File: src/hw/rtl/sssd_pkg.sv
// Shared types, constants and register codes for the stereo silence split detector.
package sssd_pkg;

  localparam int SSSD_MAX_BLOCK_LENGTH = 262144;
  localparam int SSSD_SAMPLE_BITS      = 24;

  localparam int BLOCK_LEN_W = 19;
  localparam int OFFSET_W    = 18;
  localparam int POS_W       = 32;
  localparam int THRESH_W    = 23;
  localparam int MIN_SIL_W   = 19;
  localparam int CFG_DATA_W  = 32;
  localparam int CFG_INDEX_W = 3;

  localparam logic [THRESH_W-1:0]  RST_SILENCE_THRESHOLD = 23'd83886;
  localparam logic [MIN_SIL_W-1:0] RST_MIN_SILENCE       = 19'd17640;
  localparam logic [POS_W-1:0]     RST_FIRST_WINDOW      = 32'd154129500;
  localparam logic [POS_W-1:0]     RST_LATER_WINDOW      = 32'd156775500;
  localparam logic [POS_W-1:0]     RST_WINDOW_LENGTH     = 32'd5292000;
  localparam logic [POS_W-1:0]     RST_END_GUARD         = 32'd2646000;
  localparam logic [POS_W-1:0]     RST_TOTAL_SAMPLES     = 32'd0;

  typedef enum logic [CFG_INDEX_W-1:0] {
    CFG_SILENCE_THRESHOLD = 3'd0,
    CFG_MIN_SILENCE       = 3'd1,
    CFG_FIRST_WINDOW      = 3'd2,
    CFG_LATER_WINDOW      = 3'd3,
    CFG_WINDOW_LENGTH     = 3'd4,
    CFG_END_GUARD         = 3'd5,
    CFG_TOTAL_SAMPLES     = 3'd6
  } cfg_index_t;

  typedef struct packed {
    logic [THRESH_W-1:0]  silence_threshold;
    logic [MIN_SIL_W-1:0] min_silence_samples;
    logic [POS_W-1:0]     first_window_start;
    logic [POS_W-1:0]     later_window_start;
    logic [POS_W-1:0]     window_length;
    logic [POS_W-1:0]     end_guard_samples;
    logic [POS_W-1:0]     total_samples;
  } sssd_cfg_t;

endpackage

File: src/hw/rtl/sssd_if.sv
// Valid/ready channel interfaces for sample pairs in and split results out.
interface sssd_in_if
  import sssd_pkg::*;
#(
  parameter int SAMPLE_BITS = SSSD_SAMPLE_BITS
);
  logic                          valid;
  logic                          ready;
  logic signed [SAMPLE_BITS-1:0] left_sample;
  logic signed [SAMPLE_BITS-1:0] right_sample;
  logic [BLOCK_LEN_W-1:0]        block_length;
  logic                          block_last;

  modport source (output valid, left_sample, right_sample, block_length, block_last,
                  input ready);
  modport sink   (input valid, left_sample, right_sample, block_length, block_last,
                  output ready);
endinterface

interface sssd_out_if
  import sssd_pkg::*;
();
  logic                valid;
  logic                ready;
  logic [OFFSET_W-1:0] boundary_offset;
  logic [POS_W-1:0]    boundary_position;

  modport source (output valid, boundary_offset, boundary_position, input ready);
  modport sink   (input valid, boundary_offset, boundary_position, output ready);
endinterface

File: src/hw/rtl/sssd_cfg_regs.sv
// Configuration register file with plain write port.
module sssd_cfg_regs
  import sssd_pkg::*;
(
  input  logic                   clk,
  input  logic                   rst_n,
  input  logic                   cfg_wr_en,
  input  logic [CFG_INDEX_W-1:0] cfg_index,
  input  logic [CFG_DATA_W-1:0]  cfg_wdata,
  output sssd_cfg_t              cfg
);

  sssd_cfg_t cfg_r;

  always_ff @(posedge clk) begin
    if (!rst_n) begin
      cfg_r.silence_threshold   <= RST_SILENCE_THRESHOLD;
      cfg_r.min_silence_samples <= RST_MIN_SILENCE;
      cfg_r.first_window_start  <= RST_FIRST_WINDOW;
      cfg_r.later_window_start  <= RST_LATER_WINDOW;
      cfg_r.window_length       <= RST_WINDOW_LENGTH;
      cfg_r.end_guard_samples   <= RST_END_GUARD;
      cfg_r.total_samples       <= RST_TOTAL_SAMPLES;
    end else if (cfg_wr_en) begin
      case (cfg_index)
        CFG_SILENCE_THRESHOLD: cfg_r.silence_threshold   <= cfg_wdata[THRESH_W-1:0];
        CFG_MIN_SILENCE:       cfg_r.min_silence_samples <= cfg_wdata[MIN_SIL_W-1:0];
        CFG_FIRST_WINDOW:      cfg_r.first_window_start  <= cfg_wdata[POS_W-1:0];
        CFG_LATER_WINDOW:      cfg_r.later_window_start  <= cfg_wdata[POS_W-1:0];
        CFG_WINDOW_LENGTH:     cfg_r.window_length       <= cfg_wdata[POS_W-1:0];
        CFG_END_GUARD:         cfg_r.end_guard_samples   <= cfg_wdata[POS_W-1:0];
        CFG_TOTAL_SAMPLES:     cfg_r.total_samples       <= cfg_wdata[POS_W-1:0];
        default: ;
      endcase
    end
  end

  assign cfg = cfg_r;

endmodule

File: src/hw/rtl/sssd_peak.sv
// Louder-channel magnitude of a stereo pair, most negative value saturated.
module sssd_peak
  import sssd_pkg::*;
#(
  parameter int SAMPLE_BITS = SSSD_SAMPLE_BITS
) (
  input  logic signed [SAMPLE_BITS-1:0] left_sample,
  input  logic signed [SAMPLE_BITS-1:0] right_sample,
  output logic [SAMPLE_BITS-2:0]        peak
);

  localparam logic [SAMPLE_BITS-1:0] MOST_NEG = {1'b1, {(SAMPLE_BITS-1){1'b0}}};

  logic [SAMPLE_BITS-1:0] neg_l, neg_r;
  logic [SAMPLE_BITS-2:0] mag_l, mag_r;

  assign neg_l = (~left_sample) + 1'b1;
  assign neg_r = (~right_sample) + 1'b1;

  always_comb begin
    if (!left_sample[SAMPLE_BITS-1]) begin
      mag_l = left_sample[SAMPLE_BITS-2:0];
    end else if (left_sample == MOST_NEG) begin
      mag_l = '1;
    end else begin
      mag_l = neg_l[SAMPLE_BITS-2:0];
    end
    if (!right_sample[SAMPLE_BITS-1]) begin
      mag_r = right_sample[SAMPLE_BITS-2:0];
    end else if (right_sample == MOST_NEG) begin
      mag_r = '1;
    end else begin
      mag_r = neg_r[SAMPLE_BITS-2:0];
    end
  end

  assign peak = (mag_r > mag_l) ? mag_r : mag_l;

endmodule

File: src/hw/rtl/sssd_tracker.sv
// Input register, position/silence tracking and result register.
module sssd_tracker
  import sssd_pkg::*;
#(
  parameter int MAX_BLOCK_LENGTH = SSSD_MAX_BLOCK_LENGTH,
  parameter int SAMPLE_BITS      = SSSD_SAMPLE_BITS
) (
  input  logic       clk,
  input  logic       rst_n,
  input  sssd_cfg_t  cfg,
  sssd_in_if.sink    in_ch,
  sssd_out_if.source out_ch
);

  localparam int CNT_W = $clog2(MAX_BLOCK_LENGTH + 1);
  localparam logic [CNT_W-1:0] MAX_CNT = CNT_W'(MAX_BLOCK_LENGTH);

  // input register
  logic                          in_valid_r;
  logic signed [SAMPLE_BITS-1:0] left_r, right_r;
  logic [BLOCK_LEN_W-1:0]        blen_r;
  logic                          last_r;

  // tracking state
  logic [POS_W-1:0] prog_pos_r, stream_pos_r;
  logic             first_program_r, in_silence_r, armed_r;
  logic [CNT_W-1:0] idx_r, sil_start_r;

  // result register
  logic                out_valid_r;
  logic [OFFSET_W-1:0] off_r;
  logic [POS_W-1:0]    pos_r;

  logic proc;
  logic [SAMPLE_BITS-2:0] peak;

  sssd_peak #(.SAMPLE_BITS(SAMPLE_BITS)) u_peak (
    .left_sample  (left_r),
    .right_sample (right_r),
    .peak         (peak)
  );

  assign proc        = in_valid_r && (!out_valid_r || out_ch.ready);
  assign in_ch.ready = !in_valid_r || proc;

  // arming and run detection
  logic             block_start, arm_new, remain_ok, quiet, blk_end;
  logic [POS_W-1:0] ws;
  logic [POS_W:0]   we, pe;
  logic             armed_cur, sil_cur, sil_a, emit_a, emit_b, emit, armed_after;
  logic [CNT_W-1:0] start_cur, start_a, count, gap_a, gap_b, gap_sel, offset;
  logic [POS_W-1:0] off32, prog_base;

  always_comb begin
    block_start = (idx_r == '0);
    ws          = first_program_r ? cfg.first_window_start : cfg.later_window_start;
    we          = {1'b0, ws} + {1'b0, cfg.window_length};
    pe          = {1'b0, prog_pos_r} + (POS_W+1)'(blen_r);
    remain_ok   = (stream_pos_r < cfg.total_samples) &&
                  ((cfg.total_samples - stream_pos_r) > cfg.end_guard_samples);
    arm_new     = remain_ok && ({1'b0, prog_pos_r} < we) && ({1'b0, ws} < pe);

    armed_cur = block_start ? arm_new : armed_r;
    sil_cur   = block_start ? 1'b0 : in_silence_r;
    start_cur = block_start ? '0 : sil_start_r;

    quiet = 32'(peak) < 32'(cfg.silence_threshold);
    count = idx_r + 1'b1;
    blk_end = last_r || (count >= MAX_CNT);

    sil_a   = sil_cur;
    start_a = start_cur;
    emit_a  = 1'b0;
    gap_a   = idx_r - start_cur;
    if (armed_cur && quiet) begin
      if (!sil_cur) begin
        start_a = idx_r;
        sil_a   = 1'b1;
      end
    end else if (armed_cur && sil_cur) begin
      // run closed by a loud pair, which is not part of the gap
      sil_a  = 1'b0;
      emit_a = 32'(gap_a) >= 32'(cfg.min_silence_samples);
    end

    armed_after = armed_cur && !emit_a;
    // run still open at block end includes the last pair
    gap_b  = count - start_a;
    emit_b = blk_end && armed_after && sil_a &&
             (32'(gap_b) >= 32'(cfg.min_silence_samples));
    emit   = emit_a || emit_b;

    gap_sel   = emit_a ? gap_a : gap_b;
    offset    = start_a + (gap_sel >> 1);
    off32     = 32'(offset);
    prog_base = emit ? '0 : prog_pos_r;
  end

  always_ff @(posedge clk) begin
    if (!rst_n) begin
      in_valid_r      <= 1'b0;
      out_valid_r     <= 1'b0;
      prog_pos_r      <= '0;
      stream_pos_r    <= '0;
      first_program_r <= 1'b1;
      in_silence_r    <= 1'b0;
      armed_r         <= 1'b0;
      idx_r           <= '0;
      sil_start_r     <= '0;
    end else begin
      if (in_ch.valid && in_ch.ready) begin
        in_valid_r <= 1'b1;
      end else if (proc) begin
        in_valid_r <= 1'b0;
      end

      if (proc) begin
        out_valid_r <= emit;
      end else if (out_ch.ready) begin
        out_valid_r <= 1'b0;
      end

      if (proc) begin
        sil_start_r <= start_a;
        if (emit) begin
          first_program_r <= 1'b0;
        end
        if (blk_end) begin
          prog_pos_r   <= prog_base + 32'(count);
          stream_pos_r <= stream_pos_r + 32'(count);
          idx_r        <= '0;
          in_silence_r <= 1'b0;
          armed_r      <= 1'b0;
        end else begin
          prog_pos_r   <= prog_base;
          idx_r        <= count;
          in_silence_r <= sil_a;
          armed_r      <= armed_after;
        end
      end
    end
  end

  // payload registers
  always_ff @(posedge clk) begin
    if (in_ch.valid && in_ch.ready) begin
      left_r  <= in_ch.left_sample;
      right_r <= in_ch.right_sample;
      blen_r  <= in_ch.block_length;
      last_r  <= in_ch.block_last;
    end
    if (proc && emit) begin
      off_r <= off32[OFFSET_W-1:0];
      pos_r <= stream_pos_r + off32;
    end
  end

  assign out_ch.valid             = out_valid_r;
  assign out_ch.boundary_offset   = off_r;
  assign out_ch.boundary_position = pos_r;

  a_idx_range: assert property (@(posedge clk) disable iff (!rst_n)
    32'(idx_r) < 32'(MAX_BLOCK_LENGTH))
    else $error("block index out of range");

  a_silence_armed: assert property (@(posedge clk) disable iff (!rst_n)
    in_silence_r |-> armed_r)
    else $error("silent run open in a disarmed block");

  a_start_order: assert property (@(posedge clk) disable iff (!rst_n)
    in_silence_r |-> (sil_start_r <= idx_r))
    else $error("silent run starts after current index");

  a_split_effects: assert property (@(posedge clk) disable iff (!rst_n)
    (proc && emit) |=> (out_valid_r && !first_program_r && !armed_r))
    else $error("split did not load result and disarm");

endmodule

File: src/hw/rtl/stereo_silence_split_detector.sv
// Top level of the stereo silence split detector.
//
//   channel   dir  transfer rule           payload
//   in_ch     in   valid & ready at edge    left_sample, right_sample, block_length, block_last
//   out_ch    out  valid & ready at edge    boundary_offset, boundary_position
//   cfg_*     in   cfg_wr_en at edge        cfg_index, cfg_wdata (no read-back)
//
// One sample pair per cycle while no result is stalled; set by the single tracking stage.
// A pair passes through the input register, then the result register, before its result
// can transfer out.
// Reset (rst_n low, synchronous) clears positions, run state and registers to defaults.
// A stalled result holds the tracking stage; the input register still takes one pair.
module stereo_silence_split_detector
  import sssd_pkg::*;
#(
  parameter int MAX_BLOCK_LENGTH = SSSD_MAX_BLOCK_LENGTH,
  parameter int SAMPLE_BITS      = SSSD_SAMPLE_BITS
) (
  input  logic                   clk,
  input  logic                   rst_n,
  sssd_in_if.sink                in_ch,
  sssd_out_if.source             out_ch,
  input  logic                   cfg_wr_en,
  input  logic [CFG_INDEX_W-1:0] cfg_index,
  input  logic [CFG_DATA_W-1:0]  cfg_wdata
);

  sssd_cfg_t cfg;

  sssd_cfg_regs u_cfg (
    .clk       (clk),
    .rst_n     (rst_n),
    .cfg_wr_en (cfg_wr_en),
    .cfg_index (cfg_index),
    .cfg_wdata (cfg_wdata),
    .cfg       (cfg)
  );

  sssd_tracker #(
    .MAX_BLOCK_LENGTH (MAX_BLOCK_LENGTH),
    .SAMPLE_BITS      (SAMPLE_BITS)
  ) u_tracker (
    .clk    (clk),
    .rst_n  (rst_n),
    .cfg    (cfg),
    .in_ch  (in_ch),
    .out_ch (out_ch)
  );

endmodule
File: src/flat_wrapper.sv
// flat-port wrapper written by rule: the top's interface ports become plain ports
module stereo_silence_split_detector_flat import sssd_pkg::*;
#(
  parameter int MAX_BLOCK_LENGTH = SSSD_MAX_BLOCK_LENGTH,
  parameter int SAMPLE_BITS      = SSSD_SAMPLE_BITS
)
  (clk, rst_n, cfg_wr_en, cfg_index, cfg_wdata, in_ch_valid, in_ch_left_sample, in_ch_right_sample, in_ch_block_length, in_ch_block_last, in_ch_ready, out_ch_valid, out_ch_boundary_offset, out_ch_boundary_position, out_ch_ready);
  sssd_in_if #(.SAMPLE_BITS(SAMPLE_BITS)) in_ch_i ();
  sssd_out_if out_ch_i ();
  input  logic clk;
  input  logic rst_n;
  input  logic cfg_wr_en;
  input  logic [CFG_INDEX_W-1:0] cfg_index;
  input  logic [CFG_DATA_W-1:0] cfg_wdata;
  input wire logic [$bits(in_ch_i.valid)-1:0] in_ch_valid;
  input wire logic [$bits(in_ch_i.left_sample)-1:0] in_ch_left_sample;
  input wire logic [$bits(in_ch_i.right_sample)-1:0] in_ch_right_sample;
  input wire logic [$bits(in_ch_i.block_length)-1:0] in_ch_block_length;
  input wire logic [$bits(in_ch_i.block_last)-1:0] in_ch_block_last;
  output wire logic [$bits(in_ch_i.ready)-1:0] in_ch_ready;
  output wire logic [$bits(out_ch_i.valid)-1:0] out_ch_valid;
  output wire logic [$bits(out_ch_i.boundary_offset)-1:0] out_ch_boundary_offset;
  output wire logic [$bits(out_ch_i.boundary_position)-1:0] out_ch_boundary_position;
  input wire logic [$bits(out_ch_i.ready)-1:0] out_ch_ready;
  assign in_ch_i.valid = in_ch_valid;
  assign in_ch_i.left_sample = in_ch_left_sample;
  assign in_ch_i.right_sample = in_ch_right_sample;
  assign in_ch_i.block_length = in_ch_block_length;
  assign in_ch_i.block_last = in_ch_block_last;
  assign in_ch_ready = in_ch_i.ready;
  assign out_ch_valid = out_ch_i.valid;
  assign out_ch_boundary_offset = out_ch_i.boundary_offset;
  assign out_ch_boundary_position = out_ch_i.boundary_position;
  assign out_ch_i.ready = out_ch_ready;
  stereo_silence_split_detector #(.MAX_BLOCK_LENGTH(MAX_BLOCK_LENGTH), .SAMPLE_BITS(SAMPLE_BITS)) u_core (.clk(clk), .rst_n(rst_n), .in_ch(in_ch_i), .out_ch(out_ch_i), .cfg_wr_en(cfg_wr_en), .cfg_index(cfg_index), .cfg_wdata(cfg_wdata));
endmodule
File: config.mk
export PLATFORM = sky130hd
export DESIGN_NAME = stereo_silence_split_detector_flat
export DESIGN_NICKNAME = d
export VERILOG_FILES = /design/src/hw/rtl/sssd_pkg.sv /design/src/hw/rtl/sssd_if.sv /design/src/hw/rtl/sssd_cfg_regs.sv /design/src/hw/rtl/sssd_peak.sv /design/src/hw/rtl/sssd_tracker.sv /design/src/hw/rtl/stereo_silence_split_detector.sv /design/src/flat_wrapper.sv
export SDC_FILE = /design/constraint.sdc
export NUM_CORES = 2
export LEC_CHECK = 0
export BUFFER_PORTS_ARGS = -buffer_cell sky130_fd_sc_hd__buf_2
export CAP_MARGIN = 20
export CORE_MARGIN = 8
export CORE_UTILIZATION = 35
export CTS_CLUSTER_DIAMETER = 40
export CTS_CLUSTER_SIZE = 16
export DETAILED_ROUTE_END_ITERATION = 12
export GPL_TIMING_DRIVEN = 1
export PLACE_DENSITY = 0.51
export RECOVER_POWER = 50
export SLEW_MARGIN = 40
export SYNTH_ARGS = -nofsm -noshare
export SYNTH_HDL_FRONTEND = slang
export SYNTH_SLANG_ARGS = --single-unit
export TNS_END_PERCENT = 100
File: constraint.sdc
create_clock -name clk -period 40.6 [get_ports clk]
set_input_delay 0 -clock clk [delete_from_list [all_inputs] [get_ports clk]]
set_output_delay 0 -clock clk [all_outputs]
set_load 0.02 [all_outputs]
After elaboration in Yosys (flattened, before gate mapping)
Index checks and enable logic that the tools add are counted. Widths: inputs -> output; s select.

Register bits: 427. Output and inout port bits: 52. Logic and storage cells: 110.

Add/sub/neg operators: 12. Magnitude comparators: 9. Equality and inequality tests: 8. Multiplexer cells: 25. Bitwise gates (word level): 2. Reductions and logical operators: 32.

Operator list (count): $mux 23 (5); $add 32x19->32 (3); $mux 32 (3); $mux 19 (5); $lt 32x33->1 (2); $eq 24x24->1 const B (2); $add 23x1->23 const B (2); $not 23->23 (2); $ge 19x19->1 (2); $sub 19x19->19 (2); $add 32x19->33 (1); $add 32x32->33 (1); $gt 32x32->1 (1); $lt 32x32->1 (1); $sub 32x32->32 (1); $gt 23x23->1 (1); $lt 23x23->1 (1); $add 19x1->19 const B (1); $add 19x18->19 (1); $ge 19x19->1 const B (1); $logic_not 19->1 (1); $reduce_and 2->1 (9); $logic_and 1x1->1 (12); $mux 1 (12); 7 further kinds (16).

Longest topological paths before layout
Word-level depth: 18. Gate-level depth with buffers: 62.

Hierarchy
Synthesis repeated with hierarchy kept, for this count alone.

Cells, all modules: 3575. Area total of the unflattened synthesis: 31594.1 µm².

Modules (own cells, without submodules): sssd_tracker (times used 1, cells each 2508, area each 21684.5 µm²); sssd_cfg_regs (times used 1, cells each 731, area each 7668.6 µm²); sssd_peak (times used 1, cells each 336, area each 2240.9 µm²).

Least setup slack after synthesis
Ideal clock, no wire load.

Path type: register to register. From: register u_core.u_tracker.left_r[6]. To: register u_core.u_tracker.prog_pos_r[31]. Library setup time: 0.070 ns. Data arrival time: 13.336 ns. Data required time: 40.530 ns. Setup slack: 27.193 ns. Cell stages (with the launch flop): 57. Buffers on the path: 3. Period minus slack after synthesis: 13.407 ns. Cell sequence: edfxtp_1 > or4_1 > or3_1 > or3_1 > clkbuf_1 > nor3_1 > nor3_1 > a21o_1 > ha_1 > a21o_1 > a21oi_1 > o221ai_1 > o31ai_2 > clkbuf_1 > mux2_2 > ha_1 > a21oi_1 > nand2_1 > [21 not listed] > o21ai_0 > a31oi_1 > o21ai_0 > o2111a_1 > o211ai_1 > clkbuf_1 > and2_1 > ha_1 > o21ai_0 > a21boi_0 > a2111oi_0 > o311ai_0 > a21oi_1 > o21bai_1 > a31oi_1 > or4_1 > or3_1 > a21oi_1.

Cells in the longest elaborated chain, start to end: 18. Elaborated cells on any way between the ends: 23. Classes of those cells: 3 x add/sub; 3 x order compare; 1 x eq/ne; 8 x mux; 1 x bitwise; 7 x reduce/logical.

Ends and longest elaborated chain: start: declaration (RTL line sssd_tracker.sv:20) `logic signed [SAMPLE_BITS-1:0] left_r, right_r;`; start signal: assignment (RTL line sssd_tracker.sv:147) `left_r <= in_ch.left_sample;`; $not 23->23 (RTL line sssd_peak.sv:17) `assign neg_l = (~left_sample) + 1'b1;`; $add 23x1->23 (RTL line sssd_peak.sv:17); $mux 23 (RTL line sssd_peak.sv:23) `end else if (left_sample == MOST_NEG) begin`; $mux 23 (*) (RTL line sssd_peak.sv:21) `if (!left_sample[SAMPLE_BITS-1]) begin`; $gt 23x23->1 (RTL line sssd_peak.sv:37) `assign peak = (mag_r > mag_l) ? mag_r : mag_l;`; $mux 23 (*) (RTL line sssd_peak.sv:37); $lt 23x23->1 (*) (RTL line sssd_tracker.sv:67) `quiet = 32'(peak) < 32'(cfg.silence_threshold);`; $logic_and 1x1->1 (*) (RTL line sssd_tracker.sv:75) `if (armed_cur && quiet) begin`; branches (longest 6 deep; another with $sub 19x19->19); $logic_or 1x1->1 (*) (RTL line sssd_tracker.sv:91) `emit = emit_a || emit_b;`; $mux 32 (*) (RTL line sssd_tracker.sv:96) `prog_base = emit ? '0 : prog_pos_r;`; $add 32x19->32 (RTL line sssd_tracker.sv:129) `prog_pos_r <= prog_base + 32'(count);`; $mux 32 (*) (RTL line sssd_tracker.sv:128) `if (blk_end) begin`; end signal: assignment (RTL line sssd_tracker.sv:129); end signal: assignment (RTL line sssd_tracker.sv:135) `prog_pos_r <= prog_base;`; end: declaration (RTL line sssd_tracker.sv:25) `logic [POS_W-1:0] prog_pos_r, stream_pos_r;`.

Mark *: on every way between the ends. A chain may end at the register's enable or synchronous reset.

Worst setup path in the final report
From: register u_core.u_tracker.right_r[2]. To: register u_core.u_tracker.prog_pos_r[19].

Elaborated cells on any way between the ends: 23. Classes of those cells: 3 x add/sub; 3 x order compare; 1 x eq/ne; 8 x mux; 1 x bitwise; 7 x reduce/logical.

RTL lines: start: declaration (RTL line sssd_tracker.sv:20); start signal: assignment (RTL line sssd_tracker.sv:148) `right_r <= in_ch.right_sample;`; $not 23->23 (RTL line sssd_peak.sv:18) `assign neg_r = (~right_sample) + 1'b1;`; $add 23x1->23 (RTL line sssd_peak.sv:18); $mux 23 (RTL line sssd_peak.sv:30) `end else if (right_sample == MOST_NEG) begin`; $mux 23 (*) (RTL line sssd_peak.sv:28) `if (!right_sample[SAMPLE_BITS-1]) begin`; $gt 23x23->1 (RTL line sssd_peak.sv:37); $mux 23 (*) (RTL line sssd_peak.sv:37); $lt 23x23->1 (*) (RTL line sssd_tracker.sv:67); $logic_and 1x1->1 (*) (RTL line sssd_tracker.sv:75); $mux 19 (*) (RTL line sssd_tracker.sv:75); net u_core.u_tracker.start_a[0] (RTL line sssd_tracker.sv:51) `logic [CNT_W-1:0] start_cur, start_a, count, gap_a, gap_b, gap_sel, offset;`; $sub 19x19->19 (*) (RTL line sssd_tracker.sv:88) `gap_b = count - start_a;`; $ge 19x19->1 (*) (RTL line sssd_tracker.sv:90) `(32'(gap_b) >= 32'(cfg.min_silence_samples));`; $logic_and 1x1->1 (*) (RTL line sssd_tracker.sv:89) `emit_b = blk_end && armed_after && sil_a &&`; $logic_or 1x1->1 (*) (RTL line sssd_tracker.sv:91); $mux 32 (*) (RTL line sssd_tracker.sv:96); $add 32x19->32 (RTL line sssd_tracker.sv:129); $mux 32 (*) (RTL line sssd_tracker.sv:128).

The timed path passes the listed nets; every way through them passes the cells marked *.

==> results.toml <==
[synth]
ys_seq_area_share_pct = 31.5
yosys_most_used_dff = "dfxtp_1"
synth_edf_count = 118
syn_inst = 3722
avgSynthCellArea_sq_um = 8.29
synth_area_sq_um = 30800
synthDistinctLibCells = 86
synth_area_leaders = "dfxtp_1 20%, ha_1 15%, edfxtp_1 11%"
synth_most_common_cell = "nand2_1"
synthesis.nets = 4214
netlist.area_leader.share_pct = 20.1
yosys_warnings = 0
synth.largest_area_cell = "dfxtp_1"
ys_seq_elements = 427
synth_common_cells = "620 x nand2_1, 381 x a21oi_1, 375 x ha_1"
async_reset_ff_share_pct = 0

[outcome]
violations = "max-capacitance violations, max-slew violations"
status = "finished, violations left"

[place]
io_buffers = 159
dp_slack_ns = 25.32
placed_cell_area_sq_um = 33000
hpwl_microns = 76100
gp_congestion = 0.908

[job]
max_cap_violations = 7

[clock_network]
cts-resized-gates = 0
cts.sinks = 427
clockBufferDepth = 3
root_buffer = "clkbuf_16"
cts_max_level = 3
clk_latency_ns = 0.64
cts_tree = "yes"
clk_pin_slew_ns = 0.05
numCtsBuffers = 81

[setup_path]
required_ns = 40.91
endpoint_kind = "register"
rrSetupSlack_ns = 25.19
arrival_ns = 15.72
criticalPathCategory = "reg -> reg"
crit_fanout = 21
cp-start-kind = "register"
critPathMaxStageDelay_ns = 0.70
slowest_stage = "o31ai_4"

[global_route]
grt_pass1_vias = 26500
grt_first_pass_wirelength_microns = 154000
overflow = 0
antenna_found_initial = 7
gr-usage-all-layers_pct = 19.8
grt_max_degree = 80

[route]
vias = 27700
viasPerCell = 5.31
drc = 0
ant_nets = 0
firstDrtPassIters = 6
post_drt_wl_per_cell_microns = 19.3
drt_iter0_drc = 1829
wl_microns = 101000

[timing]
drv_slew = 371
setup_viol = 0
setup_tns_ns = 0
fin_crit_ns = 15.42
max_freq_mhz = 64.9
rsz0062_at_grt = "false"
fin_skew_ns = 0.0270
finalHoldViolCount = 0
setup_ws_ns = 25.19
post-route-period-util_pct = 38.0
hold_slack_ns = 0.0475
slew_headroom_pct = -173
tightestPinTransition_ns = 4.10

[floorplan]
core_area_sq_um = 87800
die_h_microns = 313
ios = 160
start_util_pct = 35.1
rows = 109
die-area_sq_um = 97900
die_w_microns = 313

[power_and_ir_drop]
p_comb_share_pct = 18.0
p_leak_nw = 15.4
ir_worst_vdd_mv = 0.0297
intPower_w = 0.00103
p_clk_share_pct = 49.8
p_per_area_nw_per_um2 = 39.0
seqPwrFrac_pct = 32.1
swShare_pct = 28.2
p_switching_w = 0.000406

[cells_and_area]
syn_to_final_growth_pct = 19.5
num-fill-cells = 8887
ff_latch_area_sq_um = 9730
drive_above_1_share_pct = 9.18
fin_area_sq_um = 36900
insertedDiodeCount = 0
multi_input_area_sq_um = 19900
nets = 4465

[min_path]
hold_class = "in -> reg"
==> power groups by stage <==
stage	Sequential (W)	Combinational (W)	Clock [W]
after global routing	0.000464	0.000290	0.000751
after floorplan	0.000467	0.000178	0
after CTS	0.000463	0.000260	0.000733
after detailed placement	0.000471	0.000250	0
final	0.000463	0.000259	0.000717
after global placement	0.000471	0.000250	0
==> path summary, 6_finish.rpt <==
check	start	depth (start not counted)	to
max	u_core.u_tracker.right_r[2]$_DFFE_PP_	59	u_core.u_tracker.prog_pos_r[19]$_SDFFE_PN0P_
min	cfg_index[1]	5	u_core.u_cfg.cfg[30]$_SDFFE_PN0P_
max reg2reg	u_core.u_tracker.right_r[2]$_DFFE_PP_	59	u_core.u_tracker.prog_pos_r[19]$_SDFFE_PN0P_
min reg2reg	u_core.u_cfg.cfg[161]$_SDFFE_PN0P_	2	u_core.u_cfg.cfg[161]$_SDFFE_PN0P_
==> per-stage QoR <==
stage | utilization [%] | total power, W | instances
floorplan | - | 0.000645 | 3722
global placement | 37.4 | 0.000721 | 4942
detailed placement | 37.5 | 0.000720 | 4944
CTS | 42.1 | 0.00146 | 5206
global route | 42.0 | 0.00151 | 5207
finish | 42.0 | 0.00144 | 5207
==> worst max-delay path: cells and delay by family, from the launching register on <==
| kind | cells | cell delay [ns] |
|---|---|---|
| buffers and inverters | 5 | 0.96 |
| AOI/OAI and AO/OA | 30 | 7.28 |
| xor gates and xnor gates | 1 | 0.17 |
| and+or+nand+nor | 15 | 4.08 |
| DFF | 1 | 0.44 |
| muxes | 2 | 0.53 |
| adders and majority gates | 6 | 1.53 |
==> registers in the layout, indices dropped and copies added (netlist names) <==
signal	count
u_core.u_tracker.idx_r	19
u_core.u_tracker.first_program_r	1
u_core.u_tracker.in_silence_r	1
u_core.u_tracker.right_r	24
u_core.u_tracker.armed_r	1
u_core.u_tracker.in_valid_r	1
u_core.u_tracker.left_r	24
u_core.u_tracker.out_ch.valid	1
u_core.u_cfg.cfg	202
u_core.u_tracker.stream_pos_r	32
u_core.u_tracker.sil_start_r	19
u_core.u_tracker.blen_r	19
u_core.u_tracker.out_ch.boundary_position	32
u_core.u_tracker.out_ch.boundary_offset	18
u_core.u_tracker.last_r	1
u_core.u_tracker.prog_pos_r	32
==> cells in the final DEF, fill, tap and decap left out, types with 64 or more instances in the layout <==
master	netlist	final
xnor2_1	152	152
clkbuf_16	0	84
nor3_1	66	65
nor2_1	207	201
o21ai_0	133	132
a21o_1	64	64
nand2_1	620	620
a21oi_1	381	381
nand3_1	111	107
dlygate4sd3_1	0	110
ha_1	375	375
edfxtp_1	118	118
dfxtp_1	309	309
inv_1	212	210
xor2_1	99	99
clkbuf_1	119	78
buf_2	7	95
==> layout make-up <==
cell class                 instances  area share [%]
clock buffer                      99            5.99
timing repair buffer             303            5.64
tap                             1165            3.95
sequential                       427            26.4
multi-input combinational       2948            54.0
inverter                         212            2.16
clock inverter                    53            1.89
==> metal layers <==
| layer | routed length [microns] | GRT usage (%) | vias up |
|---|---|---|---|
| met4 | 2930 | 5.80 | 0 |
| met3 | 5760 | 3.69 | 163 |
| met2 | 44300 | 31.5 | 664 |
| li1 | - | - | 13800 |
| met5 | 0 | 0 | - |
| met1 | 47600 | 27.3 | 13000 |
==> timing repair <==
action	CTS	global route
hold buffers	110	0
setup buffers	0	0
setup endpoints to repair	0	0
endpoints found under the hold margin	299	0
==> kinds of logic (layout without fill, tap and decap cells) <==
| kind of cell | count (synthesis) | in the layout | share of synthesized area [%] |
|---|---|---|---|
| compound gates | 921 | 921 | 18.7 |
| xor+xnor | 251 | 251 | 7.13 |
| fa+ha+maj | 384 | 384 | 15.8 |
| buf+inv | 347 | 667 | 4.32 |
| flops | 427 | 427 | 31.5 |
| mux | 79 | 79 | 2.81 |
| simple gates | 1313 | 1313 | 19.7 |
Note: power is estimated with default switching activity, not from simulation.
